[src/design/srfm_pkg.sv]
// Shared types, constants and tables for the register-to-FM translator.
// No dependencies.
package srfm_pkg;

    localparam int NumChannels = 9;

    typedef enum logic [2:0] {
        OP_NONE,
        OP_FREQ,
        OP_PULSE,
        OP_CONTROL,
        OP_ATTACK,
        OP_SUSTAIN,
        OP_VOLUME
    } op_t;

    typedef struct packed {
        op_t        op;
        logic [1:0] voice;
        logic [7:0] value;
        logic [15:0] word;
    } cmd_t;

    localparam logic [9:0] FnumHigh = 10'h2AE;
    localparam logic [9:0] FnumLow  = 10'h16B;

    // word / 13 == (word * Div13Recip) >> 18 for any 16-bit word
    localparam logic [14:0] Div13Recip = 15'd20165;

    function automatic logic [7:0] op_offset(input logic [3:0] c);
        logic [7:0] r;
        unique case (c)
            4'd0: r = 8'h00;
            4'd1: r = 8'h01;
            4'd2: r = 8'h02;
            4'd3: r = 8'h08;
            4'd4: r = 8'h09;
            4'd5: r = 8'h0A;
            4'd6: r = 8'h10;
            4'd7: r = 8'h11;
            default: r = 8'h12;
        endcase
        return r;
    endfunction

    function automatic logic [4:0] pulse_level(input logic [4:0] i);
        logic [4:0] r;
        if (i < 5'd4) r = i;
        else if (i >= 5'd28) r = 5'h10;
        else r = 5'(({1'b0, i} >> 1) + 6'd2);
        return r;
    endfunction

    function automatic logic [7:0] attack_decay(input logic [7:0] v);
        logic [7:0] a;
        logic [7:0] d;
        unique case (v[7:4])
            4'd0: a = 8'hB0;
            4'd1: a = 8'h90;
            4'd2: a = 8'h80;
            4'd3, 4'd4: a = 8'h70;
            4'd5, 4'd6, 4'd7: a = 8'h60;
            4'd8: a = 8'h50;
            4'd9: a = 8'h40;
            4'd10: a = 8'h30;
            4'd11, 4'd12: a = 8'h20;
            default: a = 8'h10;
        endcase
        unique case (v[3:0])
            4'd0: d = 8'd11;
            4'd1: d = 8'd10;
            4'd2, 4'd3, 4'd4, 4'd5, 4'd6: d = 8'd9;
            4'd7: d = 8'd8;
            4'd15: d = 8'd1;
            default: d = 8'(4'd15 - v[3:0]);
        endcase
        return a | d;
    endfunction

    function automatic logic [7:0] sustain_release(input logic [7:0] v);
        logic [7:0] s;
        logic [7:0] r;
        unique case (v[7:4])
            4'd0: s = 8'hF0;
            4'd1: s = 8'h70;
            4'd2: s = 8'h50;
            4'd3: s = 8'h40;
            4'd4, 4'd5: s = 8'h30;
            4'd6, 4'd7, 4'd8: s = 8'h20;
            4'd14, 4'd15: s = 8'h00;
            default: s = 8'h10;
        endcase
        r = (v[3:0] == 4'd15) ? 8'd1 : 8'(4'd15 - v[3:0]);
        return s | r;
    endfunction

endpackage

[src/design/srfm_if.sv]
// Valid/ready channel interfaces for input and result items.
// Depends on nothing.
interface srfm_in_if;
    logic       valid;
    logic       ready;
    logic [4:0] sid_register;
    logic [7:0] sid_value;
    modport source (output valid, sid_register, sid_value, input ready);
    modport sink (input valid, sid_register, sid_value, output ready);
endinterface

interface srfm_out_if;
    logic       valid;
    logic       ready;
    logic [7:0] fm_register;
    logic [7:0] fm_value;
    logic       last;
    modport source (output valid, fm_register, fm_value, last, input ready);
    modport sink (input valid, fm_register, fm_value, last, output ready);
endinterface

[src/design/synth_register_to_fm_translator_top.sv]
// Top level of the register-to-FM translator.
// Depends on srfm_pkg, srfm_if, srfm_front and srfm_back.
//
// A register write that maps to a command is registered in the front end and
// handed to the back end once that is idle; the back end then runs 0 to 36 FM
// writes, one per cycle while the result channel is ready, and steps past each
// replayed channel that has nothing to write. Frequency writes add a
// reciprocal-multiply step for the division by 13 and octave-normalize steps;
// control writes add a step of their own. A waiting command blocks further
// input until the back end is idle. The last write of a burst is marked on out_ch.
module synth_register_to_fm_translator_top
    import srfm_pkg::*;
(
    input  logic       clk,
    input  logic       rst_n,
    input  logic       cfg_we,
    input  logic       cfg_wdata,
    srfm_in_if.sink    in_ch,
    srfm_out_if.source out_ch
);
    logic enable_reg;
    logic cmd_valid;
    logic cmd_ready;
    cmd_t cmd;

    always_ff @(posedge clk or negedge rst_n)
    begin
        if (!rst_n) enable_reg <= 1'b0;
        else if (cfg_we) enable_reg <= cfg_wdata;
    end

    srfm_front u_front (
        .clk(clk), .rst_n(rst_n), .enable(enable_reg), .in_ch(in_ch),
        .cmd_valid(cmd_valid), .cmd(cmd), .cmd_ready(cmd_ready)
    );

    srfm_back u_back (
        .clk(clk), .rst_n(rst_n), .cmd_valid(cmd_valid), .cmd(cmd),
        .cmd_ready(cmd_ready), .out_ch(out_ch)
    );
endmodule

[src/design/srfm_front.sv]
// Front end: register shadow and classification of input items into commands.
// Depends on srfm_pkg and srfm_if.
module srfm_front
    import srfm_pkg::*;
(
    input  logic          clk,
    input  logic          rst_n,
    input  logic          enable,
    srfm_in_if.sink       in_ch,
    output logic          cmd_valid,
    output cmd_t          cmd,
    input  logic          cmd_ready
);
    logic [7:0] shadow_reg [32];
    logic       full_reg;
    cmd_t       cmd_reg;
    logic [4:0] r;
    logic [1:0] v;
    logic [2:0] k;
    logic [4:0] lo_addr;
    logic [7:0] lo;
    logic [7:0] hi;
    cmd_t       c_next;

    assign in_ch.ready = !full_reg;
    assign cmd_valid = full_reg;
    assign cmd = cmd_reg;
    assign r = in_ch.sid_register;

    always_comb
    begin
        if (r < 5'd7) begin v = 2'd0; k = 3'(r); end
        else if (r < 5'd14) begin v = 2'd1; k = 3'(r - 5'd7); end
        else begin v = 2'd2; k = 3'(r - 5'd14); end
        lo_addr = (k[2:1] == 2'b00) ? 5'(5'(v) * 5'd7) : 5'(5'(v) * 5'd7 + 5'd2);
        lo = (lo_addr == r) ? in_ch.sid_value : shadow_reg[lo_addr];
        hi = ((lo_addr + 5'd1) == r) ? in_ch.sid_value : shadow_reg[lo_addr + 5'd1];
        c_next.voice = v;
        c_next.value = in_ch.sid_value;
        c_next.word = {hi, lo};
        if (!enable) c_next.op = OP_NONE;
        else if (r == 5'd24) c_next.op = OP_VOLUME;
        else if (r >= 5'd21) c_next.op = OP_NONE;
        else begin
            unique case (k)
                3'd0, 3'd1: c_next.op = OP_FREQ;
                3'd2, 3'd3: c_next.op = OP_PULSE;
                3'd4: c_next.op = OP_CONTROL;
                3'd5: c_next.op = OP_ATTACK;
                default: c_next.op = OP_SUSTAIN;
            endcase
        end
    end

    always_ff @(posedge clk or negedge rst_n)
    begin
        if (!rst_n) begin
            full_reg <= 1'b0;
            cmd_reg <= '0;
            for (int i = 0; i < 32; i++)
                shadow_reg[i] <= '0;
        end else begin
            if (in_ch.valid && in_ch.ready) shadow_reg[r] <= in_ch.sid_value;
            if (in_ch.valid && in_ch.ready && c_next.op != OP_NONE) begin
                full_reg <= 1'b1;
                cmd_reg <= c_next;
            end else if (cmd_ready) begin
                full_reg <= 1'b0;
            end
        end
    end
endmodule

[src/design/srfm_back.sv]
// Back end: channel state and sequencer that emits FM writes, one per cycle while out_ch is ready.
// Depends on srfm_pkg and srfm_if.
module srfm_back
    import srfm_pkg::*;
(
    input  logic     clk,
    input  logic     rst_n,
    input  logic     cmd_valid,
    input  cmd_t     cmd,
    output logic     cmd_ready,
    srfm_out_if.source out_ch
);
    typedef enum logic [2:0] {
        S_IDLE, S_DIV, S_NORM, S_CTRL, S_ENV, S_REPLAY
    } state_t;

    state_t      state_reg;
    cmd_t        cmd_reg;
    logic        gate_reg [NumChannels];
    logic [12:0] freq_reg [NumChannels];
    logic [4:0]  pulse_reg [NumChannels];
    logic [15:0] sound_reg [NumChannels];
    logic [5:0]  master_reg;
    logic        voice3_reg;
    logic [12:0] quo_reg;
    logic        norm_down_reg;
    logic [2:0]  oct_reg;
    logic [3:0]  ch_reg;
    logic [3:0]  ch_end_reg;
    logic [1:0]  sub_reg;
    logic [2:0]  env_reg;
    logic        out_valid_reg;
    logic [7:0]  out_reg_reg;
    logic [7:0]  out_val_reg;
    logic        out_last_reg;

    logic [3:0]  base;
    logic [3:0]  pulse_ch;
    logic [30:0] prod;
    logic        stall;
    logic [7:0]  p;
    logic [5:0]  lvl;
    logic [15:0] f;
    logic        chan_has;
    logic        chan_done;
    logic        later_has;
    logic [3:0]  wave;
    logic [7:0]  env_x;
    logic [7:0]  env_p;
    logic        last_ch;

    assign stall = out_valid_reg && !out_ch.ready;
    assign cmd_ready = (state_reg == S_IDLE);
    assign out_ch.valid = out_valid_reg;
    assign out_ch.fm_register = out_reg_reg;
    assign out_ch.fm_value = out_val_reg;
    assign out_ch.last = out_last_reg;
    assign base = {1'b0, cmd_reg.voice, 1'b0} + {2'b0, cmd_reg.voice};
    assign pulse_ch = {1'b0, cmd.voice, 1'b0} + {2'b0, cmd.voice} + 4'd2;
    assign prod = cmd_reg.word * Div13Recip;
    assign p = op_offset(ch_reg);
    assign lvl = (ch_reg == 4'd2 || ch_reg == 4'd5 || ch_reg == 4'd8)
                 ? {1'b0, pulse_reg[ch_reg]} : master_reg;
    assign f = gate_reg[ch_reg] ? {3'b0, freq_reg[ch_reg]} : sound_reg[ch_reg];
    assign chan_has = gate_reg[ch_reg] || (sound_reg[ch_reg] != 16'd0);
    assign chan_done = !chan_has || sub_reg == 2'd3;
    assign last_ch = (ch_reg == ch_end_reg);
    assign wave = cmd_reg.value[7:4];
    assign env_x = (cmd_reg.op == OP_ATTACK) ? attack_decay(cmd_reg.value)
                                             : sustain_release(cmd_reg.value);
    assign env_p = op_offset(4'(base + {2'b0, env_reg[2:1]}));

    always_comb
    begin
        later_has = 1'b0;
        for (int j = 0; j < NumChannels; j++)
            if (4'(j) > ch_reg && 4'(j) <= ch_end_reg &&
                (gate_reg[j] || sound_reg[j] != 16'd0))
                later_has = 1'b1;
    end

    always_ff @(posedge clk or negedge rst_n)
    begin
        if (!rst_n) begin
            state_reg <= S_IDLE;
            cmd_reg <= '0;
            for (int i = 0; i < NumChannels; i++) begin
                gate_reg[i] <= 1'b0;
                freq_reg[i] <= '0;
                pulse_reg[i] <= '0;
                sound_reg[i] <= '0;
            end
            master_reg <= '0;
            voice3_reg <= 1'b0;
            quo_reg <= '0;
            norm_down_reg <= 1'b0;
            oct_reg <= '0;
            ch_reg <= '0;
            ch_end_reg <= '0;
            sub_reg <= '0;
            env_reg <= '0;
            out_valid_reg <= 1'b0;
            out_reg_reg <= '0;
            out_val_reg <= '0;
            out_last_reg <= 1'b0;
        end else begin
            logic out_valid_next;
            out_valid_next = stall;
            unique case (state_reg)
                S_IDLE:
                begin
                    if (cmd_valid) begin
                        cmd_reg <= cmd;
                        sub_reg <= '0;
                        env_reg <= '0;
                        unique case (cmd.op)
                            OP_FREQ: state_reg <= S_DIV;
                            OP_PULSE:
                            begin
                                ch_reg <= pulse_ch;
                                ch_end_reg <= pulse_ch;
                                pulse_reg[pulse_ch] <= pulse_level(cmd.word[11:7]);
                                state_reg <= S_REPLAY;
                            end
                            OP_CONTROL: state_reg <= S_CTRL;
                            OP_ATTACK, OP_SUSTAIN: state_reg <= S_ENV;
                            OP_VOLUME:
                            begin
                                voice3_reg <= cmd.value[7];
                                master_reg <= 6'd31 - {1'b0, cmd.value[3:0], 1'b0};
                                ch_reg <= 4'd0;
                                ch_end_reg <= 4'd8;
                                state_reg <= S_REPLAY;
                            end
                            default: state_reg <= S_IDLE;
                        endcase
                    end
                end
                S_DIV:
                begin
                    quo_reg <= prod[30:18];
                    oct_reg <= 3'd4;
                    norm_down_reg <= 1'b0;
                    state_reg <= S_NORM;
                end
                S_NORM:
                begin
                    if (!norm_down_reg && quo_reg > {3'b0, FnumHigh}) begin
                        quo_reg <= quo_reg >> 1;
                        oct_reg <= oct_reg + 3'd1;
                    end else if (oct_reg != 3'd0 && quo_reg < {3'b0, FnumLow}) begin
                        norm_down_reg <= 1'b1;
                        quo_reg <= quo_reg << 1;
                        oct_reg <= oct_reg - 3'd1;
                    end else begin
                        for (int i = 0; i < 3; i++)
                            freq_reg[4'(base + 4'(i))] <= {oct_reg, quo_reg[9:0]};
                        ch_reg <= base;
                        ch_end_reg <= base + 4'd2;
                        state_reg <= S_REPLAY;
                    end
                end
                S_CTRL:
                begin
                    if (!stall) begin
                        logic [3:0] w;
                        logic [2:0] g;
                        w = (cmd_reg.voice == 2'd2 && !voice3_reg) ? 4'd9 : wave;
                        if (w == 4'd0) w = 4'd9;
                        g = 3'b000;
                        if (w < 4'd9 && cmd_reg.value[0]) begin
                            out_valid_next = 1'b1;
                            out_reg_reg <= 8'hC0 + {4'b0, base};
                            out_last_reg <= 1'b0;
                            if (w == 4'd8) begin
                                out_val_reg <= 8'h0E;
                                g = 3'b001;
                            end else begin
                                out_val_reg <= 8'h01;
                                g = w[2:0];
                            end
                        end
                        for (int i = 0; i < 3; i++) gate_reg[4'(base + 4'(i))] <= g[i];
                        ch_reg <= base;
                        ch_end_reg <= base + 4'd2;
                        state_reg <= S_REPLAY;
                    end
                end
                S_ENV:
                begin
                    if (!stall) begin
                        out_valid_next = 1'b1;
                        out_reg_reg <= ((cmd_reg.op == OP_ATTACK) ? 8'h60 : 8'h80)
                                       + (env_reg[0] ? 8'd3 : 8'd0) + env_p;
                        out_val_reg <= env_x;
                        out_last_reg <= (env_reg == 3'd5);
                        env_reg <= env_reg + 3'd1;
                        if (env_reg == 3'd5) state_reg <= S_IDLE;
                    end
                end
                default:
                begin
                    if (!stall) begin
                        if (chan_has) begin
                            out_valid_next = 1'b1;
                            if (gate_reg[ch_reg] && sub_reg < 2'd2) begin
                                out_reg_reg <= 8'h40 + p + (sub_reg[0] ? 8'd3 : 8'd0);
                                out_val_reg <= {2'b0, lvl};
                                out_last_reg <= 1'b0;
                            end else if (!sub_reg[0]) begin
                                out_reg_reg <= 8'hA0 + {4'b0, ch_reg};
                                out_val_reg <= f[7:0];
                                out_last_reg <= 1'b0;
                            end else begin
                                out_reg_reg <= 8'hB0 + {4'b0, ch_reg};
                                out_val_reg <= f[15:8] | (gate_reg[ch_reg] ? 8'h20 : 8'h00);
                                sound_reg[ch_reg] <= gate_reg[ch_reg] ? f : 16'd0;
                                out_last_reg <= !later_has;
                            end
                        end
                        if (chan_done) begin
                            sub_reg <= '0;
                            if (last_ch)
                                state_reg <= S_IDLE;
                            else
                                ch_reg <= ch_reg + 4'd1;
                        end else if (!gate_reg[ch_reg] && sub_reg == 2'd0) begin
                            sub_reg <= 2'd3;
                        end else begin
                            sub_reg <= sub_reg + 2'd1;
                        end
                    end
                end
            endcase
            out_valid_reg <= out_valid_next;
        end
    end
endmodule
[src/flat_wrapper.sv]
// flat-port wrapper written by rule: the top's interface ports become plain ports
module synth_register_to_fm_translator_top_flat import srfm_pkg::*;
  (clk, rst_n, cfg_we, cfg_wdata, in_ch_valid, in_ch_sid_register, in_ch_sid_value, in_ch_ready, out_ch_valid, out_ch_fm_register, out_ch_fm_value, out_ch_last, out_ch_ready);
  srfm_in_if in_ch_i ();
  srfm_out_if out_ch_i ();
  input  logic clk;
  input  logic rst_n;
  input  logic cfg_we;
  input  logic cfg_wdata;
  input wire logic [$bits(in_ch_i.valid)-1:0] in_ch_valid;
  input wire logic [$bits(in_ch_i.sid_register)-1:0] in_ch_sid_register;
  input wire logic [$bits(in_ch_i.sid_value)-1:0] in_ch_sid_value;
  output wire logic [$bits(in_ch_i.ready)-1:0] in_ch_ready;
  output wire logic [$bits(out_ch_i.valid)-1:0] out_ch_valid;
  output wire logic [$bits(out_ch_i.fm_register)-1:0] out_ch_fm_register;
  output wire logic [$bits(out_ch_i.fm_value)-1:0] out_ch_fm_value;
  output wire logic [$bits(out_ch_i.last)-1:0] out_ch_last;
  input wire logic [$bits(out_ch_i.ready)-1:0] out_ch_ready;
  assign in_ch_i.valid = in_ch_valid;
  assign in_ch_i.sid_register = in_ch_sid_register;
  assign in_ch_i.sid_value = in_ch_sid_value;
  assign in_ch_ready = in_ch_i.ready;
  assign out_ch_valid = out_ch_i.valid;
  assign out_ch_fm_register = out_ch_i.fm_register;
  assign out_ch_fm_value = out_ch_i.fm_value;
  assign out_ch_last = out_ch_i.last;
  assign out_ch_i.ready = out_ch_ready;
  synth_register_to_fm_translator_top u_core (.clk(clk), .rst_n(rst_n), .cfg_we(cfg_we), .cfg_wdata(cfg_wdata), .in_ch(in_ch_i), .out_ch(out_ch_i));
endmodule
[config.mk]
export PLATFORM = sky130hd
export DESIGN_NAME = synth_register_to_fm_translator_top_flat
export DESIGN_NICKNAME = d
export VERILOG_FILES = /design/src/design/srfm_pkg.sv /design/src/design/srfm_if.sv /design/src/design/synth_register_to_fm_translator_top.sv /design/src/design/srfm_front.sv /design/src/design/srfm_back.sv /design/src/flat_wrapper.sv
export SDC_FILE = /design/constraint.sdc
export NUM_CORES = 2
export LEC_CHECK = 0
export BUFFER_PORTS_ARGS = -buffer_cell sky130_fd_sc_hd__clkbuf_2
export CORE_MARGIN = 4
export CORE_UTILIZATION = 50
export DETAILED_ROUTE_END_ITERATION = 16
export PLACE_DENSITY = 0.8
export SETUP_SLACK_MARGIN = 0.05
export SYNTH_ARGS = -nofsm -noshare
export SYNTH_HDL_FRONTEND = slang
export SYNTH_HIERARCHICAL = 1
export SYNTH_SLANG_ARGS = --single-unit
[constraint.sdc]
create_clock -name clk -period 5 [get_ports clk]
set_input_delay 0.5 -clock clk [delete_from_list [all_inputs] [get_ports clk]]
set_output_delay 0.5 -clock clk [all_outputs]
set_load 0.005 [all_outputs]
# [Word-level counts from Yosys, hierarchy flattened]
# Memories as Yosys holds them, arrays and structs flattened.
# Index checks and enable logic that the tools add are counted.
[totals] register_bits=689 latch_bits=0 mem_bits_rw=0 mem_bits_ro=192 inputBits=19 out_inout_bits=19 wordCells=499 memories=4
[classes] n_addsub=25 n_mul=2 n_div=0 order_cmp=41 n_eq_ne=49 shift=0 muxes=165 bitwise=19 n_reduce_logical=102
[mem_list] memory="(no name shown)" words=16 word_bits=4 read_ports=1 rd_clocked_by_memory_dff=0 write_ports=0 line="srfm_pkg.sv:83" text="unique case (v[7:4])"
[mem_list] memory="(no name shown)" words=16 word_bits=4 read_ports=1 rd_clocked_by_memory_dff=0 write_ports=0 line="srfm_pkg.sv:57" text="unique case (v[7:4])"
[mem_list] memory="(no name shown)" words=8 word_bits=4 read_ports=1 rd_clocked_by_memory_dff=0 write_ports=0 line="srfm_pkg.sv:32" text="unique case (c)"
[mem_list] memory="(no name shown)" words=8 word_bits=4 read_ports=1 rd_clocked_by_memory_dff=0 write_ports=0 line="srfm_pkg.sv:32"
[ops] op="117-bit bitwise mux" n=3
[ops] op="256-bit bitwise mux" n=1
[ops] op="8-bit 2-to-1 mux" n=26
[ops] op="16-bit nonzero test" n=10
[ops] op="13-bit demux with 4-bit select" n=3
[ops] op="144-bit bitwise mux" n=1
[ops] op="13-bit 2-to-1 mux" n=7
[ops] op="8-bit binary-select mux with 5-bit select" n=2
[ops] op="16-bit 2-to-1 mux" n=5
[ops] op="3-bit 2-to-1 mux" n=22
[ops] op="16-bit binary-select mux with 4-bit select" n=1
[ops] op="16-bit demux with 4-bit select" n=1
[ops] op="4-bit 2-to-1 mux" n=16
[ops] op="13-bit binary-select mux with 4-bit select" n=1
[ops] op="8-bit one-hot mux with 3 select lines" n=2
[ops] op="45-bit bitwise mux" n=1
[ops] op="5-bit 2-to-1 mux" n=9
[ops] op="8-bit demux with 5-bit select" n=1
[ops] op="8-bit one-hot mux with 5 select lines" n=1
[ops] op="5-bit greater-or-equal comparator (second input constant)" n=7
[ops] op="1-bit logical AND" n=33
[ops] op="16-bit by 15-bit multiplier with 31-bit output (second input constant)" n=1
[ops] op="1-bit 2-to-1 mux" n=29
[ops] op="9-bit bitwise mux" n=3
[ops] op="other kinds (92)" n=217

# [Longest topological paths before layout]
[logic_depth] ltp_word=18 depth_mapped=21 ltp_nobuf=19

# [By module]
# The synthesis kept the hierarchy.
[modules_own_cells] mod="srfm_back" instances=1 cells_per_inst=2282 area_per_inst_um2=24694.9 seq_area_each_um2=9859.5
[modules_own_cells] mod="srfm_front" instances=1 cells_per_inst=1014 area_per_inst_um2=12253.0 seq_area_each_um2=5955.7
[modules_own_cells] mod="synth_register_to_fm_translator_top" instances=1 cells_per_inst=2 area_per_inst_um2=40.0 seq_area_each_um2=25.0

# [Worst setup path after synthesis]
# No wires, ideal clock.
[synth_path] path_kind="register to register" from="register u_core/u_back/cmd_reg[3] (netlist name)" to="register u_core.u_back.quo_reg[12]" setup_ns=0.065 t_arrival_ns=5.443 required_time_ns=4.935 path_slack_ns=-0.507 path_stages_with_launch=20 n_path_buf=0 period_less_slack_ns=5.507 path_cell_list="dfrtp_1 fa_1 inv_1 fa_1 fa_1 inv_1 fa_1 fa_1 inv_1 fa_1 inv_1 ha_1 a21oi_1 o21ai_0 a211oi_1 a211oi_1 o2111ai_1 nand3_1 a2111oi_0 or3b_1"
[synth_via] elab_chain_len=2
[synth_lines] item="start: declaration" line="srfm_back.sv:18" text="cmd_t cmd_reg;"
[synth_lines] item="start signal: assignment" line="srfm_back.sv:113" text="cmd_reg <= cmd;"
[synth_lines] item="16-bit by 15-bit multiplier with 31-bit output" line="srfm_back.sv:60" text="assign prod = cmd_reg.word * Div13Recip;"
[synth_lines] item="13-bit one-hot mux with 2 select lines" line="srfm_back.sv:109" text="unique case (state_reg)"
[synth_lines] item="end signal: assignment" line="srfm_back.sv:141" text="quo_reg <= prod[30:18];"
[synth_lines] item="end signal: assignment" line="srfm_back.sv:149" text="quo_reg <= quo_reg >> 1;"
[synth_lines] item="end signal: assignment" line="srfm_back.sv:153" text="quo_reg <= quo_reg << 1;"
[synth_lines] item="end: declaration" line="srfm_back.sv:25" text="logic [12:0] quo_reg;"
# Every way passes these cells.
# A chain may end at the register's enable or synchronous reset.

# [Worst setup path in the final report]
# Same ends and word-level chain as after synthesis.

==> summary.md <==
| Metric | Value |
|---|---|
| Hold Crit Endpoint | u_core/enable_reg |
| RR Endpoint | u_core/u_back/quo_reg[12] |
| GR Overflow Total | 0 |
| Largest net degree at the start of global routing | 112 |
| Wire per inst | 22.0 um |
| Num ports | 38 |
| IO buf count | 37 |
| Critical Path RT | about 5.5 ns |
| 1st-pass router iterations | 8 |
| Routed Antenna Nets | 0 |
| Die Span Y | around 280 um |
| Crit-path max FO | 3 |
| Initial antenna violation count | 1 |
| Final hold vios | 0 |
| Skew-Pair Late Insertion Delay | 0.63 ns |
| RSZ-0062 raised after global routing | yes |
| Slew headroom | 0.230 |
| Worst Setup Slack, final | -0.335 ns |
| CTS tree | built |
| Synth warnings | 6 |
| Core area | 0.0731 sq mm |
| WHS Path Cells | 2 |
| Hold Startpoint | cfg_wdata |
| Placer Congestion | 0.952 |
| CTS H-tree depth | 2 |
| Avg Inst Size Synth | 11.2 sq um |
| Post-Syn Area | 0.0370 sq mm |
| Max frequency | ~0.19 GHz |
| Status | finished with violations |
| Largest area contributor in the netlist | dfrtp_1 |
| Clock skew | between 0.015 and 0.02 ns |
| Share of the synthesized area in the top cell type | 0.428 |
| Critical Path Start Type | flip-flop |
| Top cells by area, synth | dfrtp_1 (43%), mux2_2 (11%), ha_1 (5.5%) |
| Setup TNS | -2.09 ns |
| Worst reg2reg setup slack | -0.33 ns |
| Final instance area | 0.0407 sq mm |
| Crit end category | flip-flop |
| Die width | 280 um |
| Clk buf depth | 3 |
| Clock slew at reported path FFs | 0.07 ns |
| CP Class | reg2reg |
| Initial Util | 0.506 |
| Final Cycle Share | 1.07 |
| Slew Limit Fails | 0 |
| Cts bufs inserted | 61 |
| Worst-Margin Slew | 1.15 ns |
| Post-DP Area | about 0.038 sq mm |
| Routed wire length | 95000 um |
| Yosys reg bits | between 600 and 700 |
| Critical Path AT | 5.83 ns |
| FF-to-FF Start | u_core/u_back/cmd_reg[3] |
| Most used DFF post-synth | dfrtp_1 |
| Number of global-route vias before repair | 27.3k |
| Sequential share of the synthesized area | 0.428 |
| Library cells used by synthesis | 106 |
| Max reg flops | 208 |
| Design Power | 28100 uW |
| CTS root buffer | clkbuf_16 |
| Cells after synthesis | about 3.3k |
| Max Cap Viol | 0 |
| Setup violators final | 10 |
| Nets | 3572 |
| Commonest non-fill, non-tap cell in the layout | dfrtp_1 |
| CTS Sinks | 633 |
| Fraction of registers with async set/reset | 1.00 |
| DRC | 0 |
| Maximum vdd drop | 0.00104 V |
| Synthesized Nets | 3554 |
| Power density over the cells | 690 mW/mm^2 |
| Fraction of layout cells with a size suffix above 1 | 0.261 |
| Vias | approximately 27k |
| Area grow syn2layout | 10.1% |
| R2R depth | 19 |
| LEAKAGE | 0.0194 uW |
| Number of diodes | 0 |
| Total GRT Usage | 0.238 |
| Failing checks | setup timing |
| HP Class | in2reg |
| DP Wirelength | 63900 um |
| EDFF count, synth | 0 |
| Row cnt | just under 100 |
| Global-route wire length before repair | 151000 um |
| Tmin final | 5.33 ns |
| Initial DRC Count | approximately 2.5k |
| Via-to-Cell Ratio | roughly 6.2 |
| Most frequent cells in the layout | dfrtp_1 (621), nand2_1 (435), mux2_2 (365), o21ai_0 (172), inv_1 (166) |
| Die Area | between 0.07 and 0.08 sq mm |
cell type report:
type	instances	area, sq um
Multi-Input combinational cell	2278	19600
Sequential cell	633	15900
Clock buffer	82	1800
Tap cell	959	1200
Clock inverter	32	348
Fill cell	5883	32300
Inverter	174	653
Timing Repair Buffer	168	1260
cells in the mapped netlist, types with 38 or more instances:
cell type,count
mux4_2,85
nand3_1,45
a21oi_1,111
o21ai_0,175
inv_1,171
ha_1,162
fa_1,75
mux2i_1,96
dfrtp_1,633
nor2b_1,38
mux2_2,365
nor2_1,125
mux2_4,65
o22ai_1,44
clkbuf_1,123
nand2_1,435
kinds of logic after synthesis:
family,count (synthesis),synth area share
buffers and inverters,387,0.0487
flip-flops,633,0.428
AND/OR/NAND/NOR,841,0.104
XOR/XNOR,18,0.00426
multiplexers,620,0.220
adder cells (fa/ha/maj),237,0.0954
AO/OA/AOI/OAI,562,0.0996
per-stage QoR:
stage	instances	hold WS (ns)	utilization	setup slack (ns)
floorplan	3298	0.204	-	-0.0723
global placement	4201	0.448	0.524	-0.301
detailed placement	4201	0.455	0.524	-0.392
CTS	4323	0.0948	0.556	-0.338
global route	4326	0.103	0.557	-0.494
finish	4326	0.114	0.557	-0.335
timing repair:
action	CTS	global route
endpoints found under the setup margin	13	13
pin swaps	25	27
endpoints found under the hold margin	78	0
buffers inserted	7	3
hold buffers	1	0
resized for setup	16	13
power breakdown:
group	switching [uW]	internal [uW]	leakage (uW)
Clock	2070	2840	0.00106
Combinational	8550	7230	0.00984
Sequential	1230	6210	0.00852
Total	11900	16300	0.0194
per-layer routing:
| metal | part of all wire | vias to the layer above | wire, um | GRT usage |
|---|---|---|---|---|
| met5 | 0.00013 | - | 12 | 0 |
| met3 | 0.070 | 264 | 6690 | 0.0359 |
| li1 | - | 11800 | - | - |
| met2 | 0.48 | 1212 | 45500 | 0.391 |
| met1 | 0.41 | 13500 | 38600 | 0.321 |
| met4 | 0.044 | 2 | 4200 | 0.0980 |
how the worst max path moves through the flow:
| stage | startpoint | to | slack, ns | cells past startpoint |
|---|---|---|---|---|
| floorplan | u_core/u_back/cmd_reg[4] | u_core/u_back/quo_reg[12] | -0.07 | 17 |
| global placement | u_core/u_back/cmd_reg[5] | u_core/u_back/quo_reg[12] | -0.30 | 17 |
| finish | u_core/u_back/cmd_reg[3] | u_core/u_back/quo_reg[12] | -0.33 | 19 |
| global route | u_core/u_back/cmd_reg[3] | u_core/u_back/quo_reg[12] | -0.49 | 19 |
| detailed placement | u_core/u_back/cmd_reg[5] | u_core/u_back/quo_reg[12] | -0.39 | 17 |
| CTS | u_core/u_back/cmd_reg[5] | u_core/u_back/quo_reg[11] | -0.34 | 20 |
worst max-delay path, stage by stage, from the launching register on:
cell and delay [ns]:
dfrtp_2 0.44, fa_2 0.39, inv_2 0.06, fa_1 0.43
fa_1 0.55, inv_2 0.05, fa_1 0.46, fa_1 0.51
inv_2 0.04, fa_1 0.52, inv_2 0.05, ha_4 0.29
a21oi_4 0.06, o21ai_2 0.18, a211oi_2 0.07, a211oi_2 0.32
o2111ai_2 0.18, nand3_2 0.17, a2111oi_4 0.09, or3b_1 0.36
(Power assumes the default switching activity.)
